**src/rtl/ptpc_pkg.sv**
```systemverilog
`default_nettype none
// ----------------------------------------------------------------------------
// ptpc_pkg
// Shared types and constants for the sync client link block.
// ----------------------------------------------------------------------------
package ptpc_pkg;

  localparam int TICK_W = 32;
  localparam int CMP_W  = (TICK_W > 32) ? TICK_W : 32;
  localparam logic [TICK_W-1:0] TICK_MAX = {TICK_W{1'b1}};

  localparam logic [31:0] TIMEOUT_RESET = 32'd1000;

  localparam logic [7:0] BRIGHT_RESET = 8'd40;
  localparam logic [7:0] PROG_RESET   = 8'd0;
  localparam logic [7:0] PAL_RESET    = 8'd0;

  // input command codes
  localparam logic [2:0] CMD_TICK  = 3'd0;
  localparam logic [2:0] CMD_BCAST = 3'd1;
  localparam logic [2:0] CMD_SYNC  = 3'd2;
  localparam logic [2:0] CMD_DRESP = 3'd3;
  localparam logic [2:0] CMD_STATE = 3'd4;

  typedef enum logic [2:0] {
    KIND_ACK      = 3'd0,
    KIND_DREQ     = 3'd1,
    KIND_OFFSET   = 3'd2,
    KIND_STATE    = 3'd3,
    KIND_DISC     = 3'd4,
    KIND_MISMATCH = 3'd5
  } kind_t;

  typedef enum logic [2:0] {
    OP_TICK,
    OP_BCAST,
    OP_SYNC,
    OP_DRESP,
    OP_STATE
  } op_t;

  typedef enum logic {
    LINK_DOWN,
    LINK_UP
  } link_t;

  typedef struct packed {
    logic [2:0]  cmd;
    logic [62:0] rx_time_us;
    logic [62:0] tx_time_us;
    logic [62:0] root_time_us;
    logic [31:0] in_sync_id;
    logic [7:0]  prog_num;
    logic [7:0]  pal_num;
    logic [7:0]  brightness;
    logic        flash_req;
    logic [7:0]  flash_red;
    logic [7:0]  flash_green;
    logic [7:0]  flash_blue;
  } in_item_t;

  typedef struct packed {
    kind_t              out_kind;
    logic [31:0]        req_sync_id;
    logic signed [63:0] offset_us;
    logic               link_up;
    logic [7:0]         show_program;
    logic [7:0]         show_palette;
    logic [7:0]         show_brightness;
    logic               show_flash;
    logic [7:0]         show_red;
    logic [7:0]         show_green;
    logic [7:0]         show_blue;
  } out_item_t;

  // classified event passed from front to back
  typedef struct packed {
    op_t         op;
    logic [62:0] rx;
    logic [62:0] tx;
    logic [62:0] rt;
    logic [31:0] id;
    logic [7:0]  prog_num;
    logic [7:0]  pal_num;
    logic [7:0]  brightness;
    logic        flash;
    logic [7:0]  red;
    logic [7:0]  green;
    logic [7:0]  blue;
  } ev_t;

  // queue handshake between front and back
  typedef struct packed {
    logic valid;
    logic ready;
  } qctl_t;

endpackage
`default_nettype wire

```
**src/rtl/ptpc_if.sv**
```systemverilog
`default_nettype none
// ----------------------------------------------------------------------------
// ptpc_if
// Valid/ready channels for event items, result items and the timeout register.
// ----------------------------------------------------------------------------
interface ptpc_in_if;
  import ptpc_pkg::*;
  logic     valid;
  logic     ready;
  in_item_t data;
  modport source (output valid, output data, input ready);
  modport sink   (input valid, input data, output ready);
endinterface

interface ptpc_out_if;
  import ptpc_pkg::*;
  logic      valid;
  logic      ready;
  out_item_t data;
  modport source (output valid, output data, input ready);
  modport sink   (input valid, input data, output ready);
endinterface

interface ptpc_cfg_if;
  logic        valid;
  logic        ready;
  logic [31:0] data;
  modport source (output valid, output data, input ready);
  modport sink   (input valid, input data, output ready);
endinterface
`default_nettype wire

```
**src/rtl/ptp_sync_client_link_fsm.sv**
```systemverilog
`default_nettype none
// ----------------------------------------------------------------------------
// ptp_sync_client_link_fsm
// Link and time-sync client that follows a root node.
//
//   channel  dir  contents
//   in_ch    in   event item: cmd, timestamps, sync id, state and flash fields
//   out_ch   out  result item: kind, delay request id, offset, applied state
//   cfg_ch   in   timeout_ticks write, always ready
//
// One item per cycle sustained while the output is not stalled. An item is
// written into the event queue at its accepting edge and executed from the queue
// head; its result is then registered in the result register. A stalled result
// holds the back part, and the input stalls once both queue entries are full.
// Reset (rst_n low, synchronous) drops the link and restores the defaults.
// ----------------------------------------------------------------------------
module ptp_sync_client_link_fsm (
  input  logic        clk,
  input  logic        rst_n,
  ptpc_in_if.sink     in_ch,
  ptpc_out_if.source  out_ch,
  ptpc_cfg_if.sink    cfg_ch
);
  import ptpc_pkg::*;

  ev_t   push_ev;
  ev_t   head_ev;
  logic  push;
  logic  full;
  logic  pop;
  qctl_t q_ctl;

  ptpc_front u_front (
    .in_ch   (in_ch),
    .ev      (push_ev),
    .ev_push (push),
    .q_full  (full)
  );

  ptpc_queue u_queue (
    .clk     (clk),
    .rst_n   (rst_n),
    .push_ev (push_ev),
    .push    (push),
    .full    (full),
    .head    (head_ev),
    .ctl     (q_ctl),
    .pop     (pop)
  );

  ptpc_back u_back (
    .clk    (clk),
    .rst_n  (rst_n),
    .ev     (head_ev),
    .q_ctl  (q_ctl),
    .pop    (pop),
    .cfg_ch (cfg_ch),
    .out_ch (out_ch)
  );

endmodule
`default_nettype wire

```
**src/rtl/ptpc_front.sv**
```systemverilog
`default_nettype none
// ----------------------------------------------------------------------------
// ptpc_front
// Accepts event items, decodes the command and drops unknown codes.
// ----------------------------------------------------------------------------
module ptpc_front (
  ptpc_in_if.sink            in_ch,
  output ptpc_pkg::ev_t      ev,
  output logic               ev_push,
  input  logic               q_full
);
  import ptpc_pkg::*;

  logic known;
  op_t  op;

  always_comb begin
    known = 1'b1;
    op    = OP_TICK;
    unique case (in_ch.data.cmd)
      CMD_TICK:  op = OP_TICK;
      CMD_BCAST: op = OP_BCAST;
      CMD_SYNC:  op = OP_SYNC;
      CMD_DRESP: op = OP_DRESP;
      CMD_STATE: op = OP_STATE;
      default:   known = 1'b0;
    endcase
  end

  assign in_ch.ready = !q_full;
  // unknown commands are accepted and vanish here
  assign ev_push     = in_ch.valid && !q_full && known;

  always_comb begin
    ev.op         = op;
    ev.rx         = in_ch.data.rx_time_us;
    ev.tx         = in_ch.data.tx_time_us;
    ev.rt         = in_ch.data.root_time_us;
    ev.id         = in_ch.data.in_sync_id;
    ev.prog_num   = in_ch.data.prog_num;
    ev.pal_num    = in_ch.data.pal_num;
    ev.brightness = in_ch.data.brightness;
    ev.flash      = in_ch.data.flash_req;
    ev.red        = in_ch.data.flash_red;
    ev.green      = in_ch.data.flash_green;
    ev.blue       = in_ch.data.flash_blue;
  end

endmodule
`default_nettype wire

```
**src/rtl/ptpc_queue.sv**
```systemverilog
`default_nettype none
// ----------------------------------------------------------------------------
// ptpc_queue
// Two-entry FIFO of classified events between front and back.
// ----------------------------------------------------------------------------
module ptpc_queue (
  input  logic               clk,
  input  logic               rst_n,
  input  ptpc_pkg::ev_t      push_ev,
  input  logic               push,
  output logic               full,
  output ptpc_pkg::ev_t      head,
  output ptpc_pkg::qctl_t    ctl,
  input  logic               pop
);
  import ptpc_pkg::*;

  ev_t        mem_r [2];
  logic       wptr_r, wptr_nxt;
  logic       rptr_r, rptr_nxt;
  logic [1:0] cnt_r, cnt_nxt;

  assign full      = (cnt_r == 2'd2);
  assign head      = mem_r[rptr_r];
  assign ctl.valid = (cnt_r != 2'd0);
  assign ctl.ready = !full;

  always_comb begin
    wptr_nxt = push ? ~wptr_r : wptr_r;
    rptr_nxt = pop  ? ~rptr_r : rptr_r;
    cnt_nxt  = cnt_r;
    if (push && !pop) begin
      cnt_nxt = cnt_r + 2'd1;
    end else if (pop && !push) begin
      cnt_nxt = cnt_r - 2'd1;
    end
  end

  always_ff @(posedge clk) begin
    if (!rst_n) begin
      wptr_r <= 1'b0;
      rptr_r <= 1'b0;
      cnt_r  <= 2'd0;
    end else begin
      wptr_r <= wptr_nxt;
      rptr_r <= rptr_nxt;
      cnt_r  <= cnt_nxt;
    end
  end

  always_ff @(posedge clk) begin
    if (push) begin
      mem_r[wptr_r] <= push_ev;
    end
  end

endmodule
`default_nettype wire

```
**src/rtl/ptpc_back.sv**
```systemverilog
`default_nettype none
// ----------------------------------------------------------------------------
// ptpc_back
// Executes events against the link state and drives the result register.
// ----------------------------------------------------------------------------
module ptpc_back (
  input  logic               clk,
  input  logic               rst_n,
  input  ptpc_pkg::ev_t      ev,
  input  ptpc_pkg::qctl_t    q_ctl,
  output logic               pop,
  ptpc_cfg_if.sink           cfg_ch,
  ptpc_out_if.source         out_ch
);
  import ptpc_pkg::*;

  typedef struct packed {
    kind_t              kind;
    logic [31:0]        req_id;
    logic signed [65:0] diff;
    logic               link_up;
    logic [7:0]         prog;
    logic [7:0]         pal;
    logic [7:0]         bright;
    logic               flash;
    logic [7:0]         red;
    logic [7:0]         green;
    logic [7:0]         blue;
  } res_t;

  link_t              link_r, link_nxt;
  logic [TICK_W-1:0]  quiet_r, quiet_nxt;
  logic [31:0]        timeout_r;
  // t1 - (t2 + t3), kept from the last sync message
  logic signed [65:0] base_r, base_nxt;
  logic [31:0]        id_r, id_nxt;
  logic [7:0]         prog_r, prog_nxt;
  logic [7:0]         pal_r, pal_nxt;
  logic [7:0]         bright_r, bright_nxt;

  logic               out_valid_r, out_valid_nxt;
  res_t               res_r, res;
  logic               res_vld;

  logic               exec;
  logic [TICK_W-1:0]  tick_inc;
  logic               expire;
  logic signed [65:0] sync_base;
  logic signed [65:0] dresp_diff;
  logic [63:0]        half;

  assign exec = q_ctl.valid && (!out_valid_r || out_ch.ready);
  assign pop  = exec;

  assign tick_inc  = (quiet_r == TICK_MAX) ? quiet_r : quiet_r + 1'b1;
  assign expire    = CMP_W'(tick_inc) >= CMP_W'(timeout_r);
  assign sync_base = $signed({3'b000, ev.rt}) - $signed({3'b000, ev.rx})
                     - $signed({3'b000, ev.tx});
  assign dresp_diff = base_r + $signed({3'b000, ev.rt});

  // link state
  always_comb begin
    link_nxt = link_r;
    if (exec) begin
      unique case (link_r)
        LINK_DOWN: if (ev.op == OP_BCAST) link_nxt = LINK_UP;
        LINK_UP:   if (ev.op == OP_TICK && expire) link_nxt = LINK_DOWN;
        default:   link_nxt = LINK_DOWN;
      endcase
    end
  end

  // datapath and result
  always_comb begin
    quiet_nxt  = quiet_r;
    base_nxt   = base_r;
    id_nxt     = id_r;
    prog_nxt   = prog_r;
    pal_nxt    = pal_r;
    bright_nxt = bright_r;
    res_vld    = 1'b0;
    res        = '0;
    if (exec) begin
      unique case (link_r)
        LINK_DOWN: begin
          if (ev.op == OP_BCAST) begin
            quiet_nxt = '0;
            res_vld   = 1'b1;
            res.kind  = KIND_ACK;
          end
        end
        LINK_UP: begin
          unique case (ev.op)
            OP_TICK: begin
              if (expire) begin
                quiet_nxt   = '0;
                base_nxt    = '0;
                id_nxt      = '0;
                res_vld     = 1'b1;
                res.kind    = KIND_DISC;
                res.prog    = prog_r;
                res.pal     = pal_r;
                res.bright  = bright_r;
              end else begin
                quiet_nxt = tick_inc;
              end
            end
            OP_SYNC: begin
              quiet_nxt  = '0;
              base_nxt   = sync_base;
              id_nxt     = ev.id;
              res_vld    = 1'b1;
              res.kind   = KIND_DREQ;
              res.req_id = ev.id;
            end
            OP_DRESP: begin
              res_vld = 1'b1;
              if (ev.id != id_r) begin
                res.kind = KIND_MISMATCH;
              end else begin
                res.kind = KIND_OFFSET;
                res.diff = dresp_diff;
              end
            end
            OP_STATE: begin
              quiet_nxt   = '0;
              prog_nxt    = ev.prog_num;
              pal_nxt     = ev.pal_num;
              bright_nxt  = ev.brightness;
              res_vld     = 1'b1;
              res.kind    = KIND_STATE;
              res.link_up = 1'b1;
              res.prog    = ev.prog_num;
              res.pal     = ev.pal_num;
              res.bright  = ev.brightness;
              res.flash   = ev.flash;
              res.red     = ev.red;
              res.green   = ev.green;
              res.blue    = ev.blue;
            end
            default: ;
          endcase
        end
        default: ;
      endcase
    end
  end

  always_comb begin
    out_valid_nxt = out_valid_r;
    if (exec && res_vld) begin
      out_valid_nxt = 1'b1;
    end else if (out_ch.ready) begin
      out_valid_nxt = 1'b0;
    end
  end

  assign cfg_ch.ready = 1'b1;

  always_ff @(posedge clk) begin
    if (!rst_n) begin
      link_r      <= LINK_DOWN;
      quiet_r     <= '0;
      timeout_r   <= TIMEOUT_RESET;
      base_r      <= '0;
      id_r        <= '0;
      prog_r      <= PROG_RESET;
      pal_r       <= PAL_RESET;
      bright_r    <= BRIGHT_RESET;
      out_valid_r <= 1'b0;
    end else begin
      link_r      <= link_nxt;
      quiet_r     <= quiet_nxt;
      base_r      <= base_nxt;
      id_r        <= id_nxt;
      prog_r      <= prog_nxt;
      pal_r       <= pal_nxt;
      bright_r    <= bright_nxt;
      out_valid_r <= out_valid_nxt;
      if (cfg_ch.valid) begin
        timeout_r <= cfg_ch.data;
      end
    end
  end

  always_ff @(posedge clk) begin
    if (exec && res_vld) begin
      res_r <= res;
    end
  end

  // halve toward zero: arithmetic shift, plus one for a negative odd value;
  // the halved value always fits 64 bits
  assign half = res_r.diff[64:1] + {63'd0, res_r.diff[65] & res_r.diff[0]};

  assign out_ch.valid = out_valid_r;
  always_comb begin
    out_ch.data.out_kind        = res_r.kind;
    out_ch.data.req_sync_id     = res_r.req_id;
    out_ch.data.offset_us       = $signed(half);
    out_ch.data.link_up         = res_r.link_up;
    out_ch.data.show_program    = res_r.prog;
    out_ch.data.show_palette    = res_r.pal;
    out_ch.data.show_brightness = res_r.bright;
    out_ch.data.show_flash      = res_r.flash;
    out_ch.data.show_red        = res_r.red;
    out_ch.data.show_green      = res_r.green;
    out_ch.data.show_blue       = res_r.blue;
  end

endmodule
`default_nettype wire
```
**src/flat_wrapper.sv**
```systemverilog
// flat-port wrapper written by rule: the top's interface ports become plain ports
module ptp_sync_client_link_fsm_flat import ptpc_pkg::*;
  (clk, rst_n, in_ch_valid, in_ch_data, in_ch_ready, out_ch_valid, out_ch_data, out_ch_ready, cfg_ch_valid, cfg_ch_data, cfg_ch_ready);
  ptpc_in_if in_ch_i ();
  ptpc_out_if out_ch_i ();
  ptpc_cfg_if cfg_ch_i ();
  input  logic clk;
  input  logic rst_n;
  input wire logic [$bits(in_ch_i.valid)-1:0] in_ch_valid;
  input wire logic [$bits(in_ch_i.data)-1:0] in_ch_data;
  output wire logic [$bits(in_ch_i.ready)-1:0] in_ch_ready;
  output wire logic [$bits(out_ch_i.valid)-1:0] out_ch_valid;
  output wire logic [$bits(out_ch_i.data)-1:0] out_ch_data;
  input wire logic [$bits(out_ch_i.ready)-1:0] out_ch_ready;
  input wire logic [$bits(cfg_ch_i.valid)-1:0] cfg_ch_valid;
  input wire logic [$bits(cfg_ch_i.data)-1:0] cfg_ch_data;
  output wire logic [$bits(cfg_ch_i.ready)-1:0] cfg_ch_ready;
  assign in_ch_i.valid = in_ch_valid;
  assign in_ch_i.data = in_ch_data;
  assign in_ch_ready = in_ch_i.ready;
  assign out_ch_valid = out_ch_i.valid;
  assign out_ch_data = out_ch_i.data;
  assign out_ch_i.ready = out_ch_ready;
  assign cfg_ch_i.valid = cfg_ch_valid;
  assign cfg_ch_i.data = cfg_ch_data;
  assign cfg_ch_ready = cfg_ch_i.ready;
  ptp_sync_client_link_fsm u_core (.clk(clk), .rst_n(rst_n), .in_ch(in_ch_i), .out_ch(out_ch_i), .cfg_ch(cfg_ch_i));
endmodule
```
**config.mk**
```make
export PLATFORM = sky130hd
export DESIGN_NAME = ptp_sync_client_link_fsm_flat
export DESIGN_NICKNAME = d
export VERILOG_FILES = /design/src/rtl/ptpc_pkg.sv /design/src/rtl/ptpc_if.sv /design/src/rtl/ptp_sync_client_link_fsm.sv /design/src/rtl/ptpc_front.sv /design/src/rtl/ptpc_queue.sv /design/src/rtl/ptpc_back.sv /design/src/flat_wrapper.sv
export SDC_FILE = /design/constraint.sdc
export NUM_CORES = 2
export LEC_CHECK = 0
export ABC_AREA = 1
export CORE_UTILIZATION = 63
export DETAILED_ROUTE_END_ITERATION = 10
export DONT_BUFFER_PORTS = 1
export PLACE_DENSITY = 0.79
export SLEW_MARGIN = 20
export SYNTH_ARGS = -nofsm -noshare
export SYNTH_HDL_FRONTEND = slang
export SYNTH_SLANG_ARGS = --single-unit
```
**constraint.sdc**
```tcl
create_clock -name clk -period 18.5 [get_ports clk]
set_clock_uncertainty 0.2 [all_clocks]
set_input_delay 1.85 -clock clk [delete_from_list [all_inputs] [get_ports clk]]
set_output_delay 1.85 -clock clk [all_outputs]
set_load 0.03 [all_outputs]
```
# Word level (Yosys, flattened, before mapping)
# Memory sizes are Yosys's and may differ from the RTL's. A register that Yosys moved wholly into a read port is not among the register bits.
# Index checks and enable logic that the tools add are counted.
# op_classes
order_cmp	1
add_sub_neg	7
bitwise_logic	6
reduce_logical	27
mux	33
eq_ne	14
# op_table
operator	count
32-bit one-hot mux with 2 select lines	3
66-bit one-hot mux with 2 select lines	1
32-bit 2-to-1 mux	4
66-bit by 64-bit adder with 66-bit output	1
66-bit 2-to-1 mux	1
64-bit by 64-bit subtractor with 65-bit output	1
64-bit by 1-bit adder with 64-bit output	1
63-bit by 63-bit subtractor with 64-bit output	1
24-bit one-hot mux with 2 select lines	1
32-bit by 1-bit adder with 32-bit output (second input constant)	1
32-bit equality test (second input constant)	1
32-bit greater-or-equal comparator	1
32-bit != test	1
24-bit 2-to-1 mux	1
3-bit one-hot mux with 4 select lines	2
3-bit by 2-bit equality test with 1-bit output (second input constant)	4
1-bit 2-to-1 mux	12
3-bit AND reduction	3
2-bit nonzero test	4
1-bit logical AND	7
3-bit by 1-bit equality test with 1-bit output (second input constant)	2
3-bit equality test (second input constant)	2
3-bit zero test	2
3-bit 2-to-1 mux	2
other kinds (18)	29
# totals
input_bits	310
memories	1
out_inout_bits	152
ramBits	546
elab_cells	112
regBits	343
# mem_list
memory	depth	word_bits	read_ports	rd_clocked_by_memory_dff	wr	line_no	source
u_core.u_queue.mem_r	2	273	1	1	1	ptpc_queue.sv:18	ev_t mem_r [2];

# Longest topological paths before layout
# logic_depth
depth_word	9
ltp_mapped	38
depth_no_buf	33

# By module
# Synthesis repeated with hierarchy kept, for this count alone.
# unflattened
hier_cells	5739
area_unflattened_um2	52496.6
# modules_own_cells
module	seq_area_each_um2	cells_each	n_inst	area_each_um2
ptpc_back	8277.9	4573	1	30320.3
ptpc_queue	16495.8	885	1	20101.8
ptpc_front	0.0	281	1	2074.5

# Least setup slack after synthesis
# Ideal clock, no wire load.
# synth_timing
kind	input to register
from	input port in_ch_data[271]
to	memory u_core.u_queue.mem_r[1][0] in the netlist's numbering (enable)
setup_slack_ps	3727
arrival_time_ps	13655
setup_time_ps	919
required_ps	17381
n_path_buf	0
stages	6
cell_sequence	inv_1 > nand2_1 > nand2_1 > and3_1 > inv_1 > nor2_1
# synth_via
elab_chain_cells	6
elab_cells_between_ends	10
cone_classes	4 x eq/ne; 3 x mux; 3 x reduce/logical
# synth_lines
element	line_no	source
from (decl)	flat_wrapper.sv:10	input wire logic [$bits(in_ch_i.data)-1:0] in_ch_data;
3-bit equality test (tied with other cells)	ptpc_front.sv:20	unique case (in_ch.data.cmd)
5-bit OR reduction (no source line) (*)	-	
1-bit 2-to-1 mux (*)	ptpc_front.sv:20	
1-bit logical AND (*)	ptpc_front.sv:32	assign ev_push = in_ch.valid && !q_full && known;
named net u_core.push	ptp_sync_client_link_fsm.sv:28	logic push;
1-bit 2-to-1 mux (*)	ptpc_queue.sv:52	if (push) begin
1-bit 2-to-1 mux (not written as such) (*)	ptpc_queue.sv:53	mem_r[wptr_r] <= push_ev;
to (decl)	ptpc_queue.sv:18	
# Mark *: on every way through the listed nets, which the timed path passes. The rest lies on a longest branch.

==> flow_metrics.tcl <==
set metrics [dict create \
    vias 39147 \
    max_slew_margin 0.2419 \
    cts_tree "done" \
    ys.flop_type "edfxtp_1" \
    syn_inst 5519 \
    cts_hold_buf 0 \
    postRouteAntennaNets 0 \
    post-route-period-util 0.4691 \
    overflow 0 \
    fill_cells 5929 \
    pre_cts_slack_ns 10.00 \
    grt_pass1_vias 36816 \
    synth_xor_area_frac 0.03307 \
    finalSetupViolCount 0 \
    antenna_found_initial 12 \
    clock_sinks 889 \
    cts.path.max_buffers 3 \
    critPathTopFamily "buffers and inverters" \
    yosys_warnings 0 \
    syn_to_final_growth_pct 7.015 \
    synth_top_cell_area_share 0.4272 \
    post_cts_buffers 0 \
    core-area_sq_um 76450 \
    cts_resized 0 \
    drive_gt1_frac 0.04726 \
    r2r_slack_ns 9.82 \
    synthTopCellsByCount "1,329 x nand2_1, 697 x edfxtp_1, 573 x inv_1" \
    leakage_nw 20.64 \
    synth_area_sq_um 49000 \
    fin_util 0.6858 \
    hold_ws_ns 0.2667 \
    grt_max_degree 166 \
    critical_path_arrival_ns 8.99 \
    final_hold_viol_count 0 \
    finalPower_mw 10.35 \
    drcViolationCount 0 \
    wl_microns 147600 \
    vias_per_cell 5.985 \
    crit_path_start_kind "flip-flop" \
    root_buffer "clkbuf_16" \
    postSynth.asyncResetShare 0 \
    max_stage_delay_ns 0.90 \
    gp_congestion 1.029 \
    avgSynthCellArea_sq_um 8.878 \
    dieArea_sq_um 78890 \
    ir_worst_vdd_mv 0.1247 \
    fin_nets 5965 \
    grtUsageTotal 0.3686 \
    io_pins 462 \
    grt_pass1_wl_microns 217200 \
    rsz0062_at_grt "false" \
    cts_made_buffers 88 \
    synth_top_family_by_area "simple AND/OR/NAND/NOR gates" \
    status "complete, no violations" \
    crit_type "reg -> reg" \
    synth_compound_gate_area_share 0.1084 \
    dp_hpwl_microns 112300 \
    ys_seq_area_frac 0.5056 \
    ys_ff_latch 889 \
    whs_path_depth 2 \
    p_per_area_nw_per_um2 197.3 \
    initialDrtViolationCount 3766 \
    hold_class "reg -> reg" \
    start_util 0.6409 \
    worstPathMaxFanout 75 \
    drv_cap 0 \
    drt-pass1-iter-count 6 \
    clk_pin_slew_ns 0.06 \
    synth_fa_ha_area_frac 0.05868 \
    fin_crit_ns 8.678 \
    cts_max_level 3 \
    worst_slack_ns 9.822 \
    reg2reg_to "u_core.u_back.base_r[53]" \
    synthSimpleGateAreaFrac 0.1955 \
    syn_nets 6057 \
    max_freq_ghz 0.1152 \
    seq_area_sq_um 24780 \
    synth_mux_area_frac 0.02983 \
    path_buf_inv 8 \
    clk_latency_ns 0.72 \
    r2r_cells 27 \
    fp.dieH_microns 280.9 \
    die_w_microns 280.9 \
    synth_edf_count 697 \
    crit_path_frequent_cell "nor2_1" \
    drv_slew 0 \
    crit_path_end_kind "flip-flop" \
    fin_tns_setup_ns 0 \
    synth.area.top_cells "edfxtp_1 43%, nand2_1 10%, dfxtp_1 7.8%" \
    yosysTopAreaCell "edfxtp_1" \
    routedWlPerCell_microns 22.56 \
    required_ns 18.81 \
    rows 101 \
    min_from "u_core.u_back.timeout_r[26]" \
    multi_input_area_sq_um 20890 \
    tightest_slew_ns 1.137 \
    holdPathEnd "u_core.u_back.timeout_r[26]" \
    yosysMostFrequentCell "nand2_1" \
    synthDistinctLibCells 56 \
    portBuffers 0 \
    crit_slowest_cell "buf_4" \
]
[metrics by stage]
stage | std cells | instance area (sq um)
3_5_place_dp | 6366 | 49330
2_1_floorplan | 5519 | 49000
4_1_cts | 6530 | 52370
5_1_grt | 6541 | 52440
3_3_place_gp | 6366 | 49330
6_report | 6541 | 52440
[worst max path at each step]
stage                               start                         end  slack [ns]  cells after the start
after detailed placement        flip-flop    u_core.u_back.base_r[54]       10.00                     26
after floorplan           in_ch_data[271]  u_core.u_queue.mem_r[1][0]        3.73                      6
after global placement          flip-flop    u_core.u_back.base_r[54]        10.0                     26
after global routing            flip-flop    u_core.u_back.base_r[53]        9.31                     27
final                           flip-flop    u_core.u_back.base_r[53]        9.82                     27
after CTS                       flip-flop    u_core.u_back.base_r[54]        9.93                     26
[routing by layer]
metal	share of wire	vias up	global-route usage
met5	0.00016	-	0
met4	0.040	4	0.1454
met3	0.098	307	0.07898
met2	0.46	1893	0.5856
met1	0.40	18523	0.4940
li1	-	18420	-
[registers in the layout (all words and copies together), names as in the netlist, named ones only]
name,flops
u_core.u_queue.mem_r,546
u_core.u_back.timeout_r,32
u_core.u_back.id_r,32
u_core.u_back.out_ch.data,85
u_core.u_back.link_r,1
u_core.u_back.quiet_r,32
u_core.u_back.base_r,65
u_core.u_queue.cnt_r,2
u_core.u_queue.wptr_r,1
u_core.u_back.out_ch.valid,1
u_core.u_back.prog_r,8
u_core.u_queue.rptr_r,1
u_core.u_back.pal_r,8
u_core.u_back.bright_r,8
u_core.u_back.res_r,66
[logic make-up (layout without fill, tap and decap cells)]
logic type / count (synthesis) / after routing
AOI/OAI and AO/OA: 970 / 970
and+or+nand+nor: 2311 / 2311
DFF: 889 / 889
buffers and inverters: 789 / 771
other: 1 / 11
muxes: 146 / 146
xor gates and xnor gates: 185 / 185
adders and majority gates: 228 / 228
[layout by cell type (no fill, tap or decap), drive strengths merged, types with 21 or more instances in the layout]
cell type / netlist / routed
nor2: 560 / 560
o21ai: 240 / 240
a21oi: 540 / 540
clkinv: 0 / 36
xor2: 113 / 113
o21bai: 30 / 30
xnor2: 72 / 72
inv: 586 / 590
mux2i: 146 / 146
edfxtp: 697 / 697
a31oi: 29 / 29
nand2: 1329 / 1329
or2: 57 / 57
dfxtp: 192 / 192
a211oi: 27 / 27
a21o: 37 / 37
clkbuf: 74 / 111
ha: 225 / 225
buf: 129 / 21
nand3: 166 / 166
nor3: 63 / 63
nand4: 51 / 51
nor4: 44 / 44
[power by group]
part           total, mW  internal, mW  switching [mW]
clock network       1.85          1.04           0.804
logic               5.93          1.72            4.21
registers           2.56          2.39           0.170
[tightest hold or removal path, stage by stage (launching register included)]
cell and delay [ns]:
dfxtp_1 0.29, inv_1 0.06, a21oi_1 0.06
[final cells by class]
class,instances,area share
diodes,10,0.0004772
clock buffers,111,0.04550
clock inverters,53,0.01258
inverters,586,0.04214
multi-input cells,3841,0.3983
flip-flops and latches,889,0.4725
well taps,1030,0.02458
repair buffers,21,0.003866
Note: power is estimated with default switching activity, not from simulation.
